===== src/design/nps_pkg.sv =====
// ---------------------------------------------------------------------------
// Nearest palette search package
// Shared types, codes, reset values and the default palette.
// ---------------------------------------------------------------------------
package nps_pkg;

  localparam int unsigned ENTRIES_DEF = 64;
  localparam int unsigned SIZE_W      = 7;
  localparam logic [SIZE_W-1:0] SIZE_RST = 7'd64;
  localparam int unsigned DIST_W      = 18;
  localparam logic [7:0] LEVEL_STEP   = 8'd63;

  localparam logic FUNC_WRITE = 1'b0;
  localparam logic FUNC_QUERY = 1'b1;

  typedef struct packed {
    logic [7:0] red;
    logic [7:0] green;
    logic [7:0] blue;
  } rgb_t;

  // default palette: four levels per channel, blue fastest, zero above 63
  function automatic rgb_t reset_entry(logic [8:0] idx);
    rgb_t c;
    c = '0;
    if (idx < 9'd64) begin
      c.red   = 8'(idx[5:4]) * LEVEL_STEP;
      c.green = 8'(idx[3:2]) * LEVEL_STEP;
      c.blue  = 8'(idx[1:0]) * LEVEL_STEP;
    end
    return c;
  endfunction

endpackage


===== src/design/nps_if.sv =====
// ---------------------------------------------------------------------------
// Nearest palette search channels
// Request and response handshake interfaces.
// ---------------------------------------------------------------------------
interface nps_req_if;
  logic       valid;
  logic       ready;
  logic       func;
  logic [5:0] entry_index;
  logic [7:0] red;
  logic [7:0] green;
  logic [7:0] blue;

  modport source (output valid, func, entry_index, red, green, blue, input ready);
  modport sink   (input valid, func, entry_index, red, green, blue, output ready);
endinterface

interface nps_rsp_if;
  logic        valid;
  logic        ready;
  logic        found;
  logic [5:0]  nearest_index;
  logic [17:0] nearest_distance_sq;

  modport source (output valid, found, nearest_index, nearest_distance_sq, input ready);
  modport sink   (input valid, found, nearest_index, nearest_distance_sq, output ready);
endinterface


===== src/design/nps_palette_mem.sv =====
// ---------------------------------------------------------------------------
// Palette memory
// One write port, one registered read port; unwritten entries read as the
// default palette through per-entry valid bits.
// ---------------------------------------------------------------------------
module nps_palette_mem #(
  parameter int unsigned ENTRIES = nps_pkg::ENTRIES_DEF,
  localparam int unsigned IW     = (ENTRIES > 1) ? $clog2(ENTRIES) : 1
) (
  input  logic           clk_i,
  input  logic           rst_ni,
  input  logic           we_i,
  input  logic [IW-1:0]  waddr_i,
  input  nps_pkg::rgb_t  wdata_i,
  input  logic           re_i,
  input  logic [IW-1:0]  raddr_i,
  output logic           rvalid_o,
  output logic [IW-1:0]  rindex_o,
  output nps_pkg::rgb_t  rdata_o
);

  nps_pkg::rgb_t        mem_q [ENTRIES];
  logic [ENTRIES-1:0]   written_q;
  nps_pkg::rgb_t        rdata_q;
  logic                 rwritten_q;
  logic [IW-1:0]        raddr_q;
  logic                 rvalid_q;

  always_ff @(posedge clk_i) begin
    if (we_i) begin
      mem_q[waddr_i] <= wdata_i;
    end
    if (re_i) begin
      rdata_q    <= mem_q[raddr_i];
      rwritten_q <= written_q[raddr_i];
      raddr_q    <= raddr_i;
    end
  end

  always_ff @(posedge clk_i or negedge rst_ni) begin
    if (!rst_ni) begin
      written_q <= '0;
      rvalid_q  <= 1'b0;
    end else begin
      rvalid_q <= re_i;
      if (we_i) begin
        written_q[waddr_i] <= 1'b1;
      end
    end
  end

  assign rvalid_o = rvalid_q;
  assign rindex_o = raddr_q;
  assign rdata_o  = rwritten_q ? rdata_q : nps_pkg::reset_entry(9'(raddr_q));

endmodule


===== src/design/nps_dist_unit.sv =====
// ---------------------------------------------------------------------------
// Distance stage
// Squared RGB distance between a palette entry and the query color,
// registered with the entry index.
// ---------------------------------------------------------------------------
module nps_dist_unit #(
  parameter int unsigned ENTRIES = nps_pkg::ENTRIES_DEF,
  localparam int unsigned IW     = (ENTRIES > 1) ? $clog2(ENTRIES) : 1
) (
  input  logic                       clk_i,
  input  logic                       rst_ni,
  input  logic                       valid_i,
  input  logic [IW-1:0]              index_i,
  input  nps_pkg::rgb_t              entry_i,
  input  nps_pkg::rgb_t              query_i,
  output logic                       valid_o,
  output logic [IW-1:0]              index_o,
  output logic [nps_pkg::DIST_W-1:0] dist_o
);

  logic [7:0]                 dr, dg, db;
  logic [nps_pkg::DIST_W-1:0] dist_d;
  logic [nps_pkg::DIST_W-1:0] dist_q;
  logic [IW-1:0]              index_q;
  logic                       valid_q;

  always_comb begin
    dr = (entry_i.red   > query_i.red)   ? entry_i.red   - query_i.red
                                         : query_i.red   - entry_i.red;
    dg = (entry_i.green > query_i.green) ? entry_i.green - query_i.green
                                         : query_i.green - entry_i.green;
    db = (entry_i.blue  > query_i.blue)  ? entry_i.blue  - query_i.blue
                                         : query_i.blue  - entry_i.blue;
    dist_d = nps_pkg::DIST_W'(16'(dr) * 16'(dr))
           + nps_pkg::DIST_W'(16'(dg) * 16'(dg))
           + nps_pkg::DIST_W'(16'(db) * 16'(db));
  end

  always_ff @(posedge clk_i) begin
    if (valid_i) begin
      dist_q  <= dist_d;
      index_q <= index_i;
    end
  end

  always_ff @(posedge clk_i or negedge rst_ni) begin
    if (!rst_ni) begin
      valid_q <= 1'b0;
    end else begin
      valid_q <= valid_i;
    end
  end

  assign valid_o = valid_q;
  assign index_o = index_q;
  assign dist_o  = dist_q;

endmodule


===== src/design/nearest_palette_color_search.sv =====
// ---------------------------------------------------------------------------
// Nearest palette color search
// Palette table in memory; a query scans the first palette_size entries and
// returns the closest one by squared RGB distance, lowest index on ties.
//
//   channel  dir  word
//   req_i    in   func, entry_index, red, green, blue
//   rsp_o    out  found, nearest_index, nearest_distance_sq
//   cfg      in   palette_size (write enable + data)
//
// A write goes from accept through the finish state to the response register;
// a query reads n = min(palette_size, ENTRIES) entries, one memory read per
// cycle, through the read and distance registers, then takes the finish state.
// Reset clears the entry valid bits at once; no clearing pass.
// A response held by rsp_o stalls only the finish step; the next word is
// accepted while it waits.
// ---------------------------------------------------------------------------
module nearest_palette_color_search #(
  parameter int unsigned ENTRIES = nps_pkg::ENTRIES_DEF
) (
  input  logic                       clk_i,
  input  logic                       rst_ni,
  nps_req_if.sink                    req_i,
  nps_rsp_if.source                  rsp_o,
  input  logic                       cfg_we_i,
  input  logic [nps_pkg::SIZE_W-1:0] cfg_wdata_i
);

  localparam int unsigned IW  = (ENTRIES > 1) ? $clog2(ENTRIES) : 1;
  localparam int unsigned CW  = $clog2(ENTRIES + 1);
  localparam int unsigned NW  = (CW > nps_pkg::SIZE_W) ? CW : nps_pkg::SIZE_W;

  typedef enum logic [1:0] {
    ST_IDLE,
    ST_SCAN,
    ST_FIN
  } state_e;

  state_e                       state_q;
  logic [nps_pkg::SIZE_W-1:0]   size_q;
  logic [NW-1:0]                cnt_q;
  logic [NW-1:0]                n_q;
  logic [NW-1:0]                n_d;
  nps_pkg::rgb_t                query_q;
  logic                         have_q;
  logic [IW-1:0]                best_i_q;
  logic [nps_pkg::DIST_W-1:0]   best_d_q;
  logic                         out_vld_q;
  logic                         out_found_q;
  logic [5:0]                   out_index_q;
  logic [nps_pkg::DIST_W-1:0]   out_dist_q;

  logic                         accept;
  logic                         wr_in_range;
  logic                         mem_we;
  logic                         mem_re;
  logic                         mem_rvalid;
  logic [IW-1:0]                mem_rindex;
  nps_pkg::rgb_t                mem_rdata;
  nps_pkg::rgb_t                in_rgb;
  logic                         dist_vld;
  logic [IW-1:0]                dist_idx;
  logic [nps_pkg::DIST_W-1:0]   dist_val;
  logic                         slot_free;

  assign req_i.ready = (state_q == ST_IDLE);
  assign accept      = req_i.valid && req_i.ready;
  assign in_rgb      = '{red: req_i.red, green: req_i.green, blue: req_i.blue};
  assign wr_in_range = (32'(req_i.entry_index) < 32'(ENTRIES));
  assign mem_we      = accept && (req_i.func == nps_pkg::FUNC_WRITE) && wr_in_range;
  assign mem_re      = (state_q == ST_SCAN) && (cnt_q < n_q);
  assign slot_free   = !out_vld_q || rsp_o.ready;
  assign n_d         = (NW'(size_q) > NW'(ENTRIES)) ? NW'(ENTRIES) : NW'(size_q);

  nps_palette_mem #(.ENTRIES(ENTRIES)) u_mem (
    .clk_i    (clk_i),
    .rst_ni   (rst_ni),
    .we_i     (mem_we),
    .waddr_i  (IW'(req_i.entry_index)),
    .wdata_i  (in_rgb),
    .re_i     (mem_re),
    .raddr_i  (IW'(cnt_q)),
    .rvalid_o (mem_rvalid),
    .rindex_o (mem_rindex),
    .rdata_o  (mem_rdata)
  );

  nps_dist_unit #(.ENTRIES(ENTRIES)) u_dist (
    .clk_i   (clk_i),
    .rst_ni  (rst_ni),
    .valid_i (mem_rvalid),
    .index_i (mem_rindex),
    .entry_i (mem_rdata),
    .query_i (query_q),
    .valid_o (dist_vld),
    .index_o (dist_idx),
    .dist_o  (dist_val)
  );

  always_ff @(posedge clk_i or negedge rst_ni) begin
    if (!rst_ni) begin
      state_q     <= ST_IDLE;
      size_q      <= nps_pkg::SIZE_RST;
      cnt_q       <= '0;
      n_q         <= '0;
      query_q     <= '0;
      have_q      <= 1'b0;
      best_i_q    <= '0;
      best_d_q    <= '0;
      out_vld_q   <= 1'b0;
      out_found_q <= 1'b0;
      out_index_q <= '0;
      out_dist_q  <= '0;
    end else begin
      if (cfg_we_i) begin
        size_q <= cfg_wdata_i;
      end
      if ((state_q == ST_FIN) && slot_free) begin
        out_vld_q <= 1'b1;
      end else if (rsp_o.ready) begin
        out_vld_q <= 1'b0;
      end
      unique case (state_q)
        ST_IDLE: begin
          if (accept) begin
            have_q   <= 1'b0;
            best_i_q <= '0;
            best_d_q <= '0;
            cnt_q    <= '0;
            n_q      <= n_d;
            query_q  <= in_rgb;
            state_q  <= (req_i.func == nps_pkg::FUNC_QUERY) ? ST_SCAN : ST_FIN;
          end
        end
        ST_SCAN: begin
          if (mem_re) begin
            cnt_q <= cnt_q + NW'(1);
          end
          if (dist_vld && (!have_q || (dist_val < best_d_q))) begin
            have_q   <= 1'b1;
            best_i_q <= dist_idx;
            best_d_q <= dist_val;
          end
          if (!mem_re && !mem_rvalid && !dist_vld) begin
            state_q <= ST_FIN;
          end
        end
        ST_FIN: begin
          if (slot_free) begin
            out_found_q <= have_q;
            out_index_q <= 6'(best_i_q);
            out_dist_q  <= best_d_q;
            state_q     <= ST_IDLE;
          end
        end
        default: state_q <= ST_IDLE;
      endcase
    end
  end

  assign rsp_o.valid               = out_vld_q;
  assign rsp_o.found               = out_found_q;
  assign rsp_o.nearest_index       = out_index_q;
  assign rsp_o.nearest_distance_sq = out_dist_q;

endmodule


===== src/flat_wrapper.sv =====
// flat-port wrapper written by rule: the top's interface ports become plain ports
module nearest_palette_color_search_flat 
#(
  parameter int unsigned ENTRIES = nps_pkg::ENTRIES_DEF
)
  (clk_i, rst_ni, cfg_we_i, cfg_wdata_i, req_i_valid, req_i_func, req_i_entry_index, req_i_red, req_i_green, req_i_blue, req_i_ready, rsp_o_valid, rsp_o_found, rsp_o_nearest_index, rsp_o_nearest_distance_sq, rsp_o_ready);
  nps_req_if req_i_i ();
  nps_rsp_if rsp_o_i ();
  input  logic clk_i;
  input  logic rst_ni;
  input  logic cfg_we_i;
  input  logic [nps_pkg::SIZE_W-1:0] cfg_wdata_i;
  input wire logic [$bits(req_i_i.valid)-1:0] req_i_valid;
  input wire logic [$bits(req_i_i.func)-1:0] req_i_func;
  input wire logic [$bits(req_i_i.entry_index)-1:0] req_i_entry_index;
  input wire logic [$bits(req_i_i.red)-1:0] req_i_red;
  input wire logic [$bits(req_i_i.green)-1:0] req_i_green;
  input wire logic [$bits(req_i_i.blue)-1:0] req_i_blue;
  output wire logic [$bits(req_i_i.ready)-1:0] req_i_ready;
  output wire logic [$bits(rsp_o_i.valid)-1:0] rsp_o_valid;
  output wire logic [$bits(rsp_o_i.found)-1:0] rsp_o_found;
  output wire logic [$bits(rsp_o_i.nearest_index)-1:0] rsp_o_nearest_index;
  output wire logic [$bits(rsp_o_i.nearest_distance_sq)-1:0] rsp_o_nearest_distance_sq;
  input wire logic [$bits(rsp_o_i.ready)-1:0] rsp_o_ready;
  assign req_i_i.valid = req_i_valid;
  assign req_i_i.func = req_i_func;
  assign req_i_i.entry_index = req_i_entry_index;
  assign req_i_i.red = req_i_red;
  assign req_i_i.green = req_i_green;
  assign req_i_i.blue = req_i_blue;
  assign req_i_ready = req_i_i.ready;
  assign rsp_o_valid = rsp_o_i.valid;
  assign rsp_o_found = rsp_o_i.found;
  assign rsp_o_nearest_index = rsp_o_i.nearest_index;
  assign rsp_o_nearest_distance_sq = rsp_o_i.nearest_distance_sq;
  assign rsp_o_i.ready = rsp_o_ready;
  nearest_palette_color_search #(.ENTRIES(ENTRIES)) u_core (.clk_i(clk_i), .rst_ni(rst_ni), .req_i(req_i_i), .rsp_o(rsp_o_i), .cfg_we_i(cfg_we_i), .cfg_wdata_i(cfg_wdata_i));
endmodule

===== config.mk =====
export PLATFORM = sky130hd
export DESIGN_NAME = nearest_palette_color_search_flat
export DESIGN_NICKNAME = d
export VERILOG_FILES = /design/src/design/nps_pkg.sv /design/src/design/nps_if.sv /design/src/design/nps_palette_mem.sv /design/src/design/nps_dist_unit.sv /design/src/design/nearest_palette_color_search.sv /design/src/flat_wrapper.sv
export SDC_FILE = /design/constraint.sdc
export NUM_CORES = 2
export LEC_CHECK = 0
export BUFFER_PORTS_ARGS = -buffer_cell sky130_fd_sc_hd__buf_4
export CORE_ASPECT_RATIO = 1.75
export CORE_UTILIZATION = 42
export DETAILED_ROUTE_END_ITERATION = 8
export SYNTH_ARGS = -nofsm -noshare
export SYNTH_HDL_FRONTEND = slang
export SYNTH_HIERARCHICAL = 1
export SYNTH_SLANG_ARGS = --single-unit
export TNS_END_PERCENT = 20

===== constraint.sdc =====
create_clock -name clk_i -period 29.9 [get_ports clk_i]
set_input_delay 7.475 -clock clk_i [delete_from_list [all_inputs] [get_ports clk_i]]
set_output_delay 7.475 -clock clk_i [all_outputs]
set_load 0.05 [all_outputs]

==> summary.txt <==
Setup TNS -> 0 ns
Max Cap Viol -> 0
synthesized area -> 76200 sq um
RSZ-0062 raised after global routing -> no
Crit. End Element -> flop
Hold EP -> u_core/u_mem/written_q[36]$_DFFE_PN0P_
standard-cell rows -> 206
Max Freq -> 82.6 MHz
CTS tree -> done
Mean Syn Cell Area -> 17.5 sq um
Post-CTS Setup Bufs -> 0
Top Ports -> 70
Max Root-Sink Buffers -> 4
startpoint types -> flop
clk root buf -> clkbuf_16
Die W -> 324 microns
Worst Path Arrival -> 12.64 ns
relative slew slack -> 7.57%
Max stage delay cell, worst path -> edfxtp_1
number of hold buffers added after CTS -> 0
via count -> 39400
die area -> 183000 sq um
Setup-failing EPs final -> 0
die height -> 566 microns
Iteration-0 DRC Markers -> 2927
min-delay src -> u_core/u_mem/written_q[36]$_DFFE_PN0P_
final antenna-violating net count -> 0
CTS buffer count -> 163
ys flop type -> edfxtp_1
critical path class -> flop to flop
largest net degree at the start of global routing -> 111
WP data required -> 30.42 ns
core area -> 180000 sq um
gr usage total -> 21.8%
R2R Path Start -> u_core/u_mem/rwritten_q$_DFFE_PP_
commonest non-fill, non-tap cell in the layout -> edfxtp_1
commonest non-fill, non-tap cells in the layout -> edfxtp_1, mux4_2, inv_1, mux2_2, buf_4
Resized cells post-CTS -> 0
share of layout cells above drive strength 1 -> 24.6%
Layout area overhead -> 11.4%
Worst Reg-to-Reg Cells -> 38
Num Clock Sinks -> 1755
outcome -> completed
CP top delay family -> adder cells
area of the multi-input gates -> 22500 sq um
Hold Path Class -> flop to flop
nets -> 4846
total gr overflow -> 0
WL final -> 197000 microns
Max Slew Vio Count -> 0
Reg2Reg Setup Slack -> 17.79 ns
Placer Congestion -> 0.839
worst r2r dst -> u_core/u_dist/dist_o[15]$_DFFE_PP_
Worst-path clk slew -> 0.06 ns
Netlist cell types -> 77
Gate Count Post-Synth -> 4365
Min Hold Slack -> 0.460 ns
pre-CTS WS -> 17.72 ns
first-pass GRT wire length -> 285000 microns
Worst Hold Path Cells -> 1
Slew @ Worst Pin -> 1.38 ns
minimum clock period -> 12.11 ns
vias in the first global route -> 41300
WL/cell -> 28.1 microns
number of flops mapped to enable cells by yosys -> 1591
Final Skew -> 0.0464 ns
initial antenna violation count -> 9
Yosys Warn Count -> 6
final worst slack -> 17.79 ns
placed wire-length estimate -> 122000 microns
H-tree depth -> 4
Final Cycle Share -> 40.5%
# fillers -> 15200
post-layout util -> 47.2%
async set or reset register ratio after synthesis -> 9.34%
DRC Markers -> 0
register area share after synthesis -> 68.0%
Yosys reg bits -> 1755
Fin. Hold Viols -> 0
Post-Syn Nets -> 4703
Register Area -> 51900 sq um
Initial DRT Pass Iterations -> 6
CP bufs+invs -> 8
CP Max Fanout -> 32
Initial Util -> 42.3%
mean number of vias per cell -> 5.61
Port-buffer cells -> 69
Worst-Skew Late Latency -> 0.80 ns
CP dominant cell by count -> fa_1
Slowest Stage Delay on Critical Path -> 1.07 ns
synthesized netlist by cell type (79+ instances only):
master	count	area, sq um
mux4_2	318	7160
nor3_1	96	480
inv_1	281	1050
dfrtp_1	163	4080
o21ai_0	79	395
clkbuf_1	80	300
edfxtp_1	1591	47800
mux2i_1	108	1080
nor2_1	179	672
mux2_2	232	2610
ha_1	172	2150
buf_2	85	425
o22ai_1	98	613
fa_1	123	2460
nand2_1	170	638
worst max path at each step:
stage / start / cells after the start / endpoint / slack [ns]
3_3_place_gp: u_core/u_mem/rwritten_q$_DFFE_PP_ / 38 / u_core/u_dist/dist_o[15]$_DFFE_PP_ / 17.78
2_1_floorplan: req_i_valid / 6 / u_core/u_mem/mem_q[48][0]$_DFFE_PP_ / 19.23
4_1_cts: u_core/u_mem/rwritten_q$_DFFE_PP_ / 38 / u_core/u_dist/dist_o[15]$_DFFE_PP_ / 17.70
3_5_place_dp: u_core/u_mem/rwritten_q$_DFFE_PP_ / 38 / u_core/u_dist/dist_o[15]$_DFFE_PP_ / 17.72
5_1_grt: u_core/u_mem/rwritten_q$_DFFE_PP_ / 38 / u_core/u_dist/dist_o[15]$_DFFE_PP_ / 16.99
6_report: u_core/u_mem/rwritten_q$_DFFE_PP_ / 38 / u_core/u_dist/dist_o[15]$_DFFE_PP_ / 17.79
area by class of cell:
cell class                      count  area share, %
Clock inverter                     66          0.705
Inverter                          286           1.26
Timing Repair Buffer              182           1.69
Multi-Input combinational cell   2120           26.5
Tap cell                         2392           3.52
Clock buffer                      219           5.26
Sequential cell                  1755           61.1
Antenna cell                        4         0.0118
sequential cells by signal, indices dropped and copies added (netlist names), 18 cells and up:
register                          cells
u_core/query_q                       24
u_core/u_dist/dist_o                 18
u_core/u_mem/rdata_q                 24
u_core/u_mem/mem_q                 1536
u_core/u_mem/written_q               64
u_core/best_d_q                      18
u_core/rsp_o.nearest_distance_sq     18
kinds of logic (layout without fill, tap and decap cells):
group | after synthesis | count (layout) | share of synthesized area [%]
DFF | 1755 | 1755 | 68.0
and+or+nand+nor | 681 | 681 | 4.30
muxes | 660 | 660 | 14.3
buffers and inverters | 490 | 753 | 2.75
AOI/OAI and AO/OA | 436 | 436 | 3.92
adders and majority gates | 295 | 295 | 6.05
xor gates and xnor gates | 48 | 48 | 0.655
other | 0 | 4 | 0
metal layers:
layer	global-route usage, %	share of wire (%)	vias to the layer above
li1	-	-	17100
met1	24.4	36	20900
met2	40.5	55	1080
met3	2.36	4.1	358
met4	10.9	5.4	12
met5	0	0.043	-
per-stage QoR:
stage	cell area, sq um	std cells
final	85000	7024
after CTS	85000	7020
after global placement	79900	6735
after global routing	85000	7021
after detailed placement	79900	6735
after floorplan	76200	4365
Power is not shown: default switching activity piles up to over one toggle a cycle in this logic, so the estimate is an artifact.
